==> config.mk <==
export PLATFORM = sky130hd
export DESIGN_NAME = rgb_levels_remap
export DESIGN_NICKNAME = d
export VERILOG_FILES = /design/src/rlr_pkg.sv /design/src/rlr_front.sv /design/src/rlr_div_cell.sv /design/src/rlr_back.sv /design/src/rgb_levels_remap.sv
export SDC_FILE = /design/constraint.sdc
export NUM_CORES = 2
export LEC_CHECK = 0
export BUFFER_PORTS_ARGS = -buffer_cell sky130_fd_sc_hd__buf_2
export CAP_MARGIN = 25
export CORE_MARGIN = 4
export CORE_UTILIZATION = 61
export CTS_BUF_LIST = sky130_fd_sc_hd__clkbuf_4 sky130_fd_sc_hd__clkbuf_8 sky130_fd_sc_hd__clkbuf_16
export DETAILED_ROUTE_END_ITERATION = 7
export GPL_TIMING_DRIVEN = 0
export PLACE_DENSITY_LB_ADDON = 0.12
export SLEW_MARGIN = 20
export SYNTH_ARGS = -nofsm -noshare
export SYNTH_HDL_FRONTEND = slang
export SYNTH_SLANG_ARGS = --single-unit
==> constraint.sdc <==
create_clock -name clk_i -period 13.76 [get_ports clk_i]
set_input_delay 0 -clock clk_i [delete_from_list [all_inputs] [get_ports clk_i]]
set_output_delay 0 -clock clk_i [all_outputs]
set_load 0.1 [all_outputs]
==> src/rlr_pkg.sv <==
`default_nettype none

package rlr_pkg;

  // pixel channel width and the quotient bits resolved by the divider chain
  localparam int unsigned PixW     = 8;
  localparam int unsigned NumCh    = 3;
  localparam int unsigned NumCells = PixW;
  // front stage, one stage per quotient bit, output stage
  localparam int unsigned NumStg   = NumCells + 2;
  localparam int unsigned CfgIdxW  = 2;

  // register indexes of the configuration port
  localparam logic [CfgIdxW-1:0] RegInLow   = 2'd0;
  localparam logic [CfgIdxW-1:0] RegInHigh  = 2'd1;
  localparam logic [CfgIdxW-1:0] RegOutLow  = 2'd2;
  localparam logic [CfgIdxW-1:0] RegOutHigh = 2'd3;

  // reset levels
  localparam logic [PixW-1:0] RstInLow   = 8'd130;
  localparam logic [PixW-1:0] RstInHigh  = 8'd130;
  localparam logic [PixW-1:0] RstOutLow  = 8'd0;
  localparam logic [PixW-1:0] RstOutHigh = 8'd255;

  // where a channel value falls against the input levels
  typedef enum logic [1:0] {
    CLS_LOW,
    CLS_HIGH,
    CLS_MID
  } cls_e;

  typedef struct packed {
    logic [PixW-1:0] in_low;
    logic [PixW-1:0] in_high;
    logic [PixW-1:0] out_low;
    logic [PixW-1:0] out_high;
  } cfg_t;

  // data handed from cell to cell for one channel
  typedef struct packed {
    cls_e            cls;
    logic [PixW-1:0] rem;
    logic [PixW-1:0] dvd;
    logic [PixW-1:0] quo;
  } rlr_div_t;

endpackage

`default_nettype wire

==> src/rlr_front.sv <==
`default_nettype none

module rlr_front import rlr_pkg::*; (
  input  wire logic            clk_i,
  input  wire logic            en_i,
  input  wire cfg_t            cfg_i,
  input  wire logic [PixW-1:0] pix_i,
  output rlr_div_t             stage_o
);

  cls_e              cls;
  logic [PixW-1:0]   ofs;
  logic [PixW-1:0]   out_mag;
  logic [2*PixW-1:0] prod;
  rlr_div_t          stage_d;
  rlr_div_t          stage_q;

  // classify against the input levels
  always_comb begin
    if (pix_i <= cfg_i.in_low) begin
      cls = CLS_LOW;
    end else if (pix_i >= cfg_i.in_high) begin
      cls = CLS_HIGH;
    end else begin
      cls = CLS_MID;
    end
  end

  // distance above in_low times the size of the output range
  always_comb begin
    ofs = pix_i - cfg_i.in_low;
    if (cfg_i.out_high < cfg_i.out_low) begin
      out_mag = cfg_i.out_low - cfg_i.out_high;
    end else begin
      out_mag = cfg_i.out_high - cfg_i.out_low;
    end
    prod = ofs * out_mag;
  end

  // the upper byte starts as the partial remainder, below the span
  always_comb begin
    stage_d.cls = cls;
    stage_d.rem = prod[2*PixW-1:PixW];
    stage_d.dvd = prod[PixW-1:0];
    stage_d.quo = '0;
  end

  always_ff @(posedge clk_i) begin
    if (en_i) begin
      stage_q <= stage_d;
    end
  end

  assign stage_o = stage_q;

endmodule

`default_nettype wire

==> src/rlr_div_cell.sv <==
`default_nettype none

module rlr_div_cell import rlr_pkg::*; (
  input  wire logic            clk_i,
  input  wire logic            en_i,
  input  wire logic [PixW-1:0] span_i,
  input  wire rlr_div_t        stage_i,
  output rlr_div_t             stage_o
);

  logic [PixW:0] trial;
  logic [PixW:0] diff;
  logic          fits;
  rlr_div_t      stage_d;
  rlr_div_t      stage_q;

  // one restoring step: bring down the next dividend bit, try the span
  always_comb begin
    trial = {stage_i.rem, stage_i.dvd[PixW-1]};
    diff  = trial - {1'b0, span_i};
    fits  = (trial >= {1'b0, span_i});
    stage_d.cls = stage_i.cls;
    stage_d.rem = fits ? diff[PixW-1:0] : trial[PixW-1:0];
    stage_d.dvd = {stage_i.dvd[PixW-2:0], 1'b0};
    stage_d.quo = {stage_i.quo[PixW-2:0], fits};
  end

  always_ff @(posedge clk_i) begin
    if (en_i) begin
      stage_q <= stage_d;
    end
  end

  assign stage_o = stage_q;

endmodule

`default_nettype wire

==> src/rlr_back.sv <==
`default_nettype none

module rlr_back import rlr_pkg::*; (
  input  wire logic            clk_i,
  input  wire logic            en_i,
  input  wire cfg_t            cfg_i,
  input  wire rlr_div_t        stage_i,
  output logic [PixW-1:0]      pix_o
);

  logic            falling;
  logic [PixW-1:0] step_up;
  logic [PixW-1:0] mid_val;
  logic [PixW-1:0] pix_d;
  logic [PixW-1:0] pix_q;

  // reversed range steps down by the ceiling of the quotient
  always_comb begin
    falling = (cfg_i.out_high < cfg_i.out_low);
    step_up = stage_i.quo + {{(PixW-1){1'b0}}, (stage_i.rem != '0)};
    if (falling) begin
      mid_val = cfg_i.out_low - step_up;
    end else begin
      mid_val = cfg_i.out_low + stage_i.quo;
    end
  end

  // pick the level or the interpolated value
  always_comb begin
    case (stage_i.cls)
      CLS_LOW:  pix_d = cfg_i.out_low;
      CLS_HIGH: pix_d = cfg_i.out_high;
      CLS_MID:  pix_d = mid_val;
      default:  pix_d = cfg_i.out_low;
    endcase
  end

  always_ff @(posedge clk_i) begin
    if (en_i) begin
      pix_q <= pix_d;
    end
  end

  assign pix_o = pix_q;

endmodule

`default_nettype wire

==> src/rgb_levels_remap.sv <==
// levels remap of one rgb pixel, each channel through its own chain of divider cells
// a pixel moves through the front register, the 8 cell registers, then the back register
// throughput: one pixel per cycle unless stalled; each cell resolves one quotient bit
// stages hand over whenever the next one is empty or moving, so bubbles fill while stalled
// reset: valid bits clear at once, levels return to in 130/130, out 0/255; data is not reset
`default_nettype none

module rgb_levels_remap import rlr_pkg::*; (
  input  wire logic               clk_i,
  input  wire logic               rst_ni,
  input  wire logic               cfg_valid_i,
  output logic                    cfg_ready_o,
  input  wire logic [CfgIdxW-1:0] cfg_index_i,
  input  wire logic [PixW-1:0]    cfg_wdata_i,
  input  wire logic               in_valid_i,
  output logic                    in_ready_o,
  input  wire logic [PixW-1:0]    red_in_i,
  input  wire logic [PixW-1:0]    green_in_i,
  input  wire logic [PixW-1:0]    blue_in_i,
  output logic                    out_valid_o,
  input  wire logic               out_ready_i,
  output logic [PixW-1:0]         red_out_o,
  output logic [PixW-1:0]         green_out_o,
  output logic [PixW-1:0]         blue_out_o
);

  cfg_t               cfg_q;
  logic [PixW-1:0]    span;
  logic [NumStg-1:0]  vld_q;
  logic [NumStg-1:0]  vld_d;
  logic [NumStg-1:0]  adv;
  logic               in_fire;
  logic [PixW-1:0]    pix_in  [NumCh];
  logic [PixW-1:0]    pix_out [NumCh];
  rlr_div_t           chain   [NumCh][NumCells+1];

  // level registers
  assign cfg_ready_o = 1'b1;

  always_ff @(posedge clk_i or negedge rst_ni) begin
    if (!rst_ni) begin
      cfg_q.in_low   <= RstInLow;
      cfg_q.in_high  <= RstInHigh;
      cfg_q.out_low  <= RstOutLow;
      cfg_q.out_high <= RstOutHigh;
    end else if (cfg_valid_i && cfg_ready_o) begin
      case (cfg_index_i)
        RegInLow:   cfg_q.in_low   <= cfg_wdata_i;
        RegInHigh:  cfg_q.in_high  <= cfg_wdata_i;
        RegOutLow:  cfg_q.out_low  <= cfg_wdata_i;
        RegOutHigh: cfg_q.out_high <= cfg_wdata_i;
        default:    cfg_q          <= cfg_q;
      endcase
    end
  end

  // divisor, at least two whenever a channel lies strictly inside the levels
  assign span = cfg_q.in_high - cfg_q.in_low;

  // a stage moves when it is empty or the stage after it moves
  always_comb begin
    adv[NumStg-1] = !vld_q[NumStg-1] || out_ready_i;
    for (int i = NumStg - 2; i >= 0; i--) begin
      adv[i] = !vld_q[i] || adv[i+1];
    end
  end

  assign in_ready_o = adv[0];
  assign in_fire    = in_valid_i && in_ready_o;

  always_comb begin
    vld_d = vld_q;
    if (adv[0]) begin
      vld_d[0] = in_fire;
    end
    for (int i = 1; i < NumStg; i++) begin
      if (adv[i]) begin
        vld_d[i] = vld_q[i-1];
      end
    end
  end

  always_ff @(posedge clk_i or negedge rst_ni) begin
    if (!rst_ni) begin
      vld_q <= '0;
    end else begin
      vld_q <= vld_d;
    end
  end

  // per channel datapath
  assign pix_in[0] = red_in_i;
  assign pix_in[1] = green_in_i;
  assign pix_in[2] = blue_in_i;

  for (genvar c = 0; c < NumCh; c++) begin : g_ch
    rlr_front u_front (
      .clk_i   (clk_i),
      .en_i    (adv[0]),
      .cfg_i   (cfg_q),
      .pix_i   (pix_in[c]),
      .stage_o (chain[c][0])
    );

    for (genvar j = 0; j < NumCells; j++) begin : g_cell
      rlr_div_cell u_cell (
        .clk_i   (clk_i),
        .en_i    (adv[j+1]),
        .span_i  (span),
        .stage_i (chain[c][j]),
        .stage_o (chain[c][j+1])
      );
    end

    rlr_back u_back (
      .clk_i   (clk_i),
      .en_i    (adv[NumStg-1]),
      .cfg_i   (cfg_q),
      .stage_i (chain[c][NumCells]),
      .pix_o   (pix_out[c])
    );
  end

  // result beat
  assign out_valid_o = vld_q[NumStg-1];
  assign red_out_o   = pix_out[0];
  assign green_out_o = pix_out[1];
  assign blue_out_o  = pix_out[2];

endmodule

`default_nettype wire

Word-level counts from Yosys, hierarchy flattened
Index checks and enable logic that the tools add are counted.
{"block": "totals", "register_bits": 552, "output_inout_bits": 27, "wordCells": 264}
{"block": "op_classes", "add_sub_neg": 39, "n_mul": 3, "order_cmp": 31, "eq_ne": 9, "n_mux": 34, "n_reduce_logical": 29}
{"cell": "$sub 8x8->8", "n": 33}
{"cell": "$mux 8", "n": 28}
{"cell": "$ge 9x8->1", "n": 24}
{"cell": "$mul 8x8->16", "n": 3}
{"cell": "$pmux 8 s2", "n": 3}
{"cell": "$add 8x1->8", "n": 3}
{"cell": "$add 8x8->8", "n": 3}
{"cell": "$ge 8x8->1", "n": 3}
{"cell": "$le 8x8->1", "n": 3}
{"cell": "$reduce_bool 8->1", "n": 3}
{"cell": "$eq 2x2->1 const B", "n": 5}
{"cell": "$logic_not 1->1", "n": 10}
{"cell": "$logic_or 1x1->1", "n": 10}
{"cell": "$eq 2x1->1 const B", "n": 4}
{"cell": "$lt 8x8->1", "n": 1}
{"cell": "$reduce_and 2->1", "n": 4}
{"cell": "$mux 2", "n": 3}
{"cell": "$logic_not 2->1", "n": 1}
{"cell": "$logic_and 1x1->1", "n": 1}

Logic depth before layout (Yosys ltp)
{"block": "logic_depth", "depth_word": 12, "mapped_depth": 29}

Cells and area by module
Synthesis repeated with hierarchy kept, for this count alone.
{"block": "unflattened", "cells_unflattened": 4228, "area_unflattened_um2": 48572.8}
{"module": "rlr_div_cell at g_ch[0].g_cell[0].u_cell ...", "instances": 12, "cells_per_inst": 96, "area_each_um2": 1282.5, "seq_area_each_um2": 750.7}
{"module": "rlr_div_cell at g_ch[1].g_cell[4].u_cell ...", "instances": 11, "cells_per_inst": 93, "area_each_um2": 1301.2, "seq_area_each_um2": 750.7}
{"module": "rlr_back", "instances": 3, "cells_per_inst": 164, "area_each_um2": 1368.8, "seq_area_each_um2": 240.2}
{"module": "rlr_front at g_ch[1].u_front", "instances": 1, "cells_per_inst": 437, "area_each_um2": 3844.9, "seq_area_each_um2": 540.5}
{"module": "rlr_front at g_ch[0].u_front", "instances": 1, "cells_per_inst": 439, "area_each_um2": 3838.7, "seq_area_each_um2": 540.5}
{"module": "rlr_front at g_ch[2].u_front", "instances": 1, "cells_per_inst": 428, "area_each_um2": 3822.4, "seq_area_each_um2": 540.5}
{"module": "rgb_levels_remap", "instances": 1, "cells_per_inst": 161, "area_each_um2": 1966.9, "seq_area_each_um2": 1066.0}
{"module": "rlr_div_cell at g_ch[1].g_cell[5].u_cell", "instances": 1, "cells_per_inst": 96, "area_each_um2": 1290.0, "seq_area_each_um2": 750.7}

Least setup slack after synthesis
OpenSTA, ideal clock, no wires.
{"block": "synth_path", "kind": "reg2reg", "startpoint": "register cfg_q[9] (netlist bit)", "endpoint": "register g_ch[2].u_front.stage_q, in the netlist g_ch[2].u_front.stage_o[20] (data pin)", "setup_time_ps": 195, "t_arrival_ps": 7064, "required_ps": 13565, "setup_slack_ps": 6501, "path_stages_with_launch": 23, "n_path_buf": 1, "period_less_slack_ps": 7259, "cell_sequence": "dfrtp_1 inv_1 fa_1 a21o_1 a31o_2 nor4_1 nor2_1 mux2i_1 mux2_2 clkbuf_1 a211o_1 fa_1 fa_1 inv_1 fa_1 inv_1 fa_1 inv_1 ha_1 or3_1 o211ai_1 or4b_2 o311ai_0"}
{"block": "synth_between", "elab_chain_cells": 3}
{"item": "start: declaration", "line_no": "rgb_levels_remap.sv:27", "text": "cfg_t cfg_q;"}
{"item": "start signal: assignment", "line_no": "rgb_levels_remap.sv:52", "text": "default: cfg_q <= cfg_q;"}
{"item": "$sub 8x8->8 (tied with other cells)", "line_no": "rlr_front.sv:35", "text": "out_mag = cfg_i.out_high - cfg_i.out_low;"}
{"item": "$mux 8 (*)", "line_no": "rlr_front.sv:32", "text": "if (cfg_i.out_high < cfg_i.out_low) begin"}
{"item": "$mul 8x8->16 (*)", "line_no": "rlr_front.sv:37", "text": "prod = ofs * out_mag;"}
{"item": "named net g_ch[2].u_front.prod[12]", "line_no": "rlr_front.sv:14", "text": "logic [2*PixW-1:0] prod;"}
{"item": "end signal: assignment", "line_no": "rlr_front.sv:50", "text": "stage_q <= stage_d;"}
{"item": "end: declaration", "line_no": "rlr_front.sv:16", "text": "rlr_div_t stage_q;"}
The timed path passes the listed nets; every way through them passes the cells marked *.
A chain may end at the register's enable or synchronous reset.

Worst setup path after layout
Same ends and word-level chain as after synthesis.

==> results.sh <==
export IMPL_nets_finish=4222
export IMPL_max_slew_worst_pin_slew_ps=1060
export IMPL_drt_initial_drc_count=2003
export IMPL_max_clock_path_buffers=3
export IMPL_worst_skew_pair_late_latency_ps=610
export IMPL_avgViaCountPerCell=5.84
export IMPL_cts_made_buffers=57
export IMPL_die_height_um=259
export IMPL_synthCells=3422
export IMPL_timing_final_setup_violations=0
export IMPL_slew_limit_headroom_pct=29.2
export IMPL_final_antenna_net_count=0
export IMPL_post_cts_repair_setup_buffers=0
export IMPL_remaining_global_route_overflow=0
export IMPL_worst_ep_required_time_ps=14100
export IMPL_grt_setup_unrepaired="false"
export IMPL_initial_core_util_pct=61.9
export IMPL_hold_path_endpoint="g_ch[2].u_front.stage_o[25]"
export IMPL_clkSinkCount=552
export IMPL_critPathKind="reg2reg"
export IMPL_num_rows=91
export IMPL_grt_use_total_pct=26.6
export IMPL_worst_setup_path_start_kind="flop"
export IMPL_floorplan_core_area_um2=61900
export IMPL_post_cts_resized_instances=0
export IMPL_rrSetupSlack_ps=5110
export IMPL_synth_main_ff_cell="edfxtp_1"
export IMPL_grt_pass1_vias=27400
export IMPL_end_kind="flop"
export IMPL_cts_max_level=2
export IMPL_design_portCount=66
export IMPL_max_fclk_mhz=116
export IMPL_layout_cells_most_common_list="edfxtp_1, ha_1, inv_1, nor2_1, o21ai_0"
export IMPL_hold_path_class="in2reg"
export IMPL_crit_reg2reg_capture="g_ch[2].u_front.stage_o[20]"
export IMPL_final_critical_path_share_of_the_clock_period_pct=62.9
export IMPL_clk_pin_slew_ps=60
export IMPL_routed_wl_mm=88.5
export IMPL_final_setup_skew_ps=21.2
export IMPL_cts_tree="built"
export IMPL_hold_path_depth=4
export IMPL_leading_cell_type_in_the_layout_fill_and_taps_excluded="edfxtp_1"
export IMPL_drtPass1Iterations=6
export IMPL_yosysWarningCount=0
export IMPL_drt_drc_violations_left=0
export IMPL_synthesis_nets=4041
export IMPL_drt_wirelength_per_cell_um=19.7
export IMPL_yosysSeqAreaShare_pct=42.7
export IMPL_synth_seq_cells=552
export IMPL_cts_root_buf="clkbuf_16"
export IMPL_grt_max_degree=57
export IMPL_fp_dieArea_um2=66900
export IMPL_place_detailed_hpwl_mm=68.6
export IMPL_postSynth_asyncResetShare_pct=7.61
export IMPL_die_width_um=259
export IMPL_crit_fanout=22
export IMPL_layout_drive_gt1_share_pct=12.2
export IMPL_run_status="finished, final reports clean"
export IMPL_synthToLayoutAreaGrowth_pct=11.4
export IMPL_hold_path_startpoint="blue_in_i[7]"
export IMPL_grt_first_pass_wirelength_mm=143
export IMPL_critical_path_arrival_ps=8990
export IMPL_final_hold_violation_count=0
export IMPL_antennaDiodeCount=0
export IMPL_syn_avg_cell_area_um2=11.2
export IMPL_rr_startpoint="cfg_q[9]"
export IMPL_synth_cell_types=67
export IMPL_fin_crit_ps=8650
export IMPL_place_gp_congestion=0.942
export IMPL_rr_worst_depth=22
export IMPL_timing_max_cap_violations=0
export IMPL_cts_hold_buf=18
export IMPL_dr_total_vias=26200
export IMPL_tns_ps=0
export IMPL_initial_antenna_violation_count=0
export IMPL_post_synth_instance_area_um2=38300
export IMPL_timing_final_max_slew_violations=0
export IMPL_buffer_ports_inserted=64
export IMPL_synth_edf_count=510
## cells in the mapped netlist, types with 79 or more instances
master / count / area (um^2)
xnor2_1: 116 / 1020
mux2_2: 150 / 1690
edfxtp_1: 510 / 15300
o21ai_0: 203 / 1020
nor2_1: 264 / 991
nand4_1: 79 / 494
inv_1: 417 / 1570
nand2_1: 124 / 465
fa_1: 147 / 2940
a21oi_1: 181 / 906
mux2i_1: 88 / 881
ha_1: 433 / 5420
## how the worst max path moves through the flow
stage                                              to      from  slack [ps]
after floorplan           g_ch[2].u_front.stage_o[20]  cfg_q[9]        6500
after global placement    g_ch[2].u_front.stage_o[20]  cfg_q[9]        4270
after detailed placement  g_ch[2].u_front.stage_o[20]  cfg_q[9]        4690
after CTS                 g_ch[2].u_front.stage_o[20]  cfg_q[9]        4680
after global routing      g_ch[2].u_front.stage_o[23]  cfg_q[9]        4680
final                     g_ch[2].u_front.stage_o[20]  cfg_q[9]        5110
## sequential cells by signal, indices dropped and copies added, names as in the netlist
name / flops
g_ch.u_front.stage_o: 54
g_ch.g_cell.u_cell.stage_o: 432
g_ch.u_back.pix_o: 24
cfg_q: 32
vld_q: 10
## cell type report
type	count	area, um^2
tap	837	1050
buffer	49	231
timing repair buffer	122	1070
inverter	441	1660
multi-input combinational	2380	20200
clock inverter	42	646
sequential	552	16400
fill	4538	19200
clock buffer	65	1490
## metrics by stage
step | hold slack (ps) | cell area (um^2) | cells | util [%] | setup slack, ps
2_1_floorplan | -296 | 38300 | 3422 | - | 6500
3_3_place_gp | 171 | 39700 | 4323 | 64.1 | 4270
3_5_place_dp | 191 | 40400 | 4360 | 65.1 | 4690
4_1_cts | 0.623 | 42700 | 4485 | 68.9 | 4680
5_1_grt | 52.5 | 42700 | 4488 | 69.0 | 4680
6_report | 41.1 | 42700 | 4488 | 69.0 | 5110
## logic make-up after synthesis
kind of cell             synth area share, %
AO/OA/AOI/OAI                           10.8
AND/OR/NAND/NOR                         9.54
flip-flops                              42.7
buffers and inverters                   4.92
adder cells (fa/ha/maj)                 21.8
multiplexers                            6.70
other                                0.00978
XOR/XNOR                                3.47
## per-layer routing
layer | global-route usage, % | routed length (um)
met4 | 10.5 | 3690
met1 | 34.3 | 36800
met3 | 3.13 | 4210
met5 | 0 | 0
met2 | 46.2 | 43800
## critical path, cell delays in order, from the launching register on
cell	delay, ps
dfrtp_2	740
inv_1	310
fa_1	490
a21o_1	210
a31o_2	270
or4_1	420
buf_6	180
nand2_8	100
mux2i_1	210
xor2_1	790
clkbuf_1	650
nor2_1	160
fa_1	540
inv_1	50
fa_1	480
fa_1	550
inv_1	50
fa_1	470
ha_1	280
or3_1	410
o211ai_1	250
or4b_2	600
o311ai_0	170
Power is not shown: default switching activity piles up to over one toggle a cycle in this logic, so the estimate is an artifact.
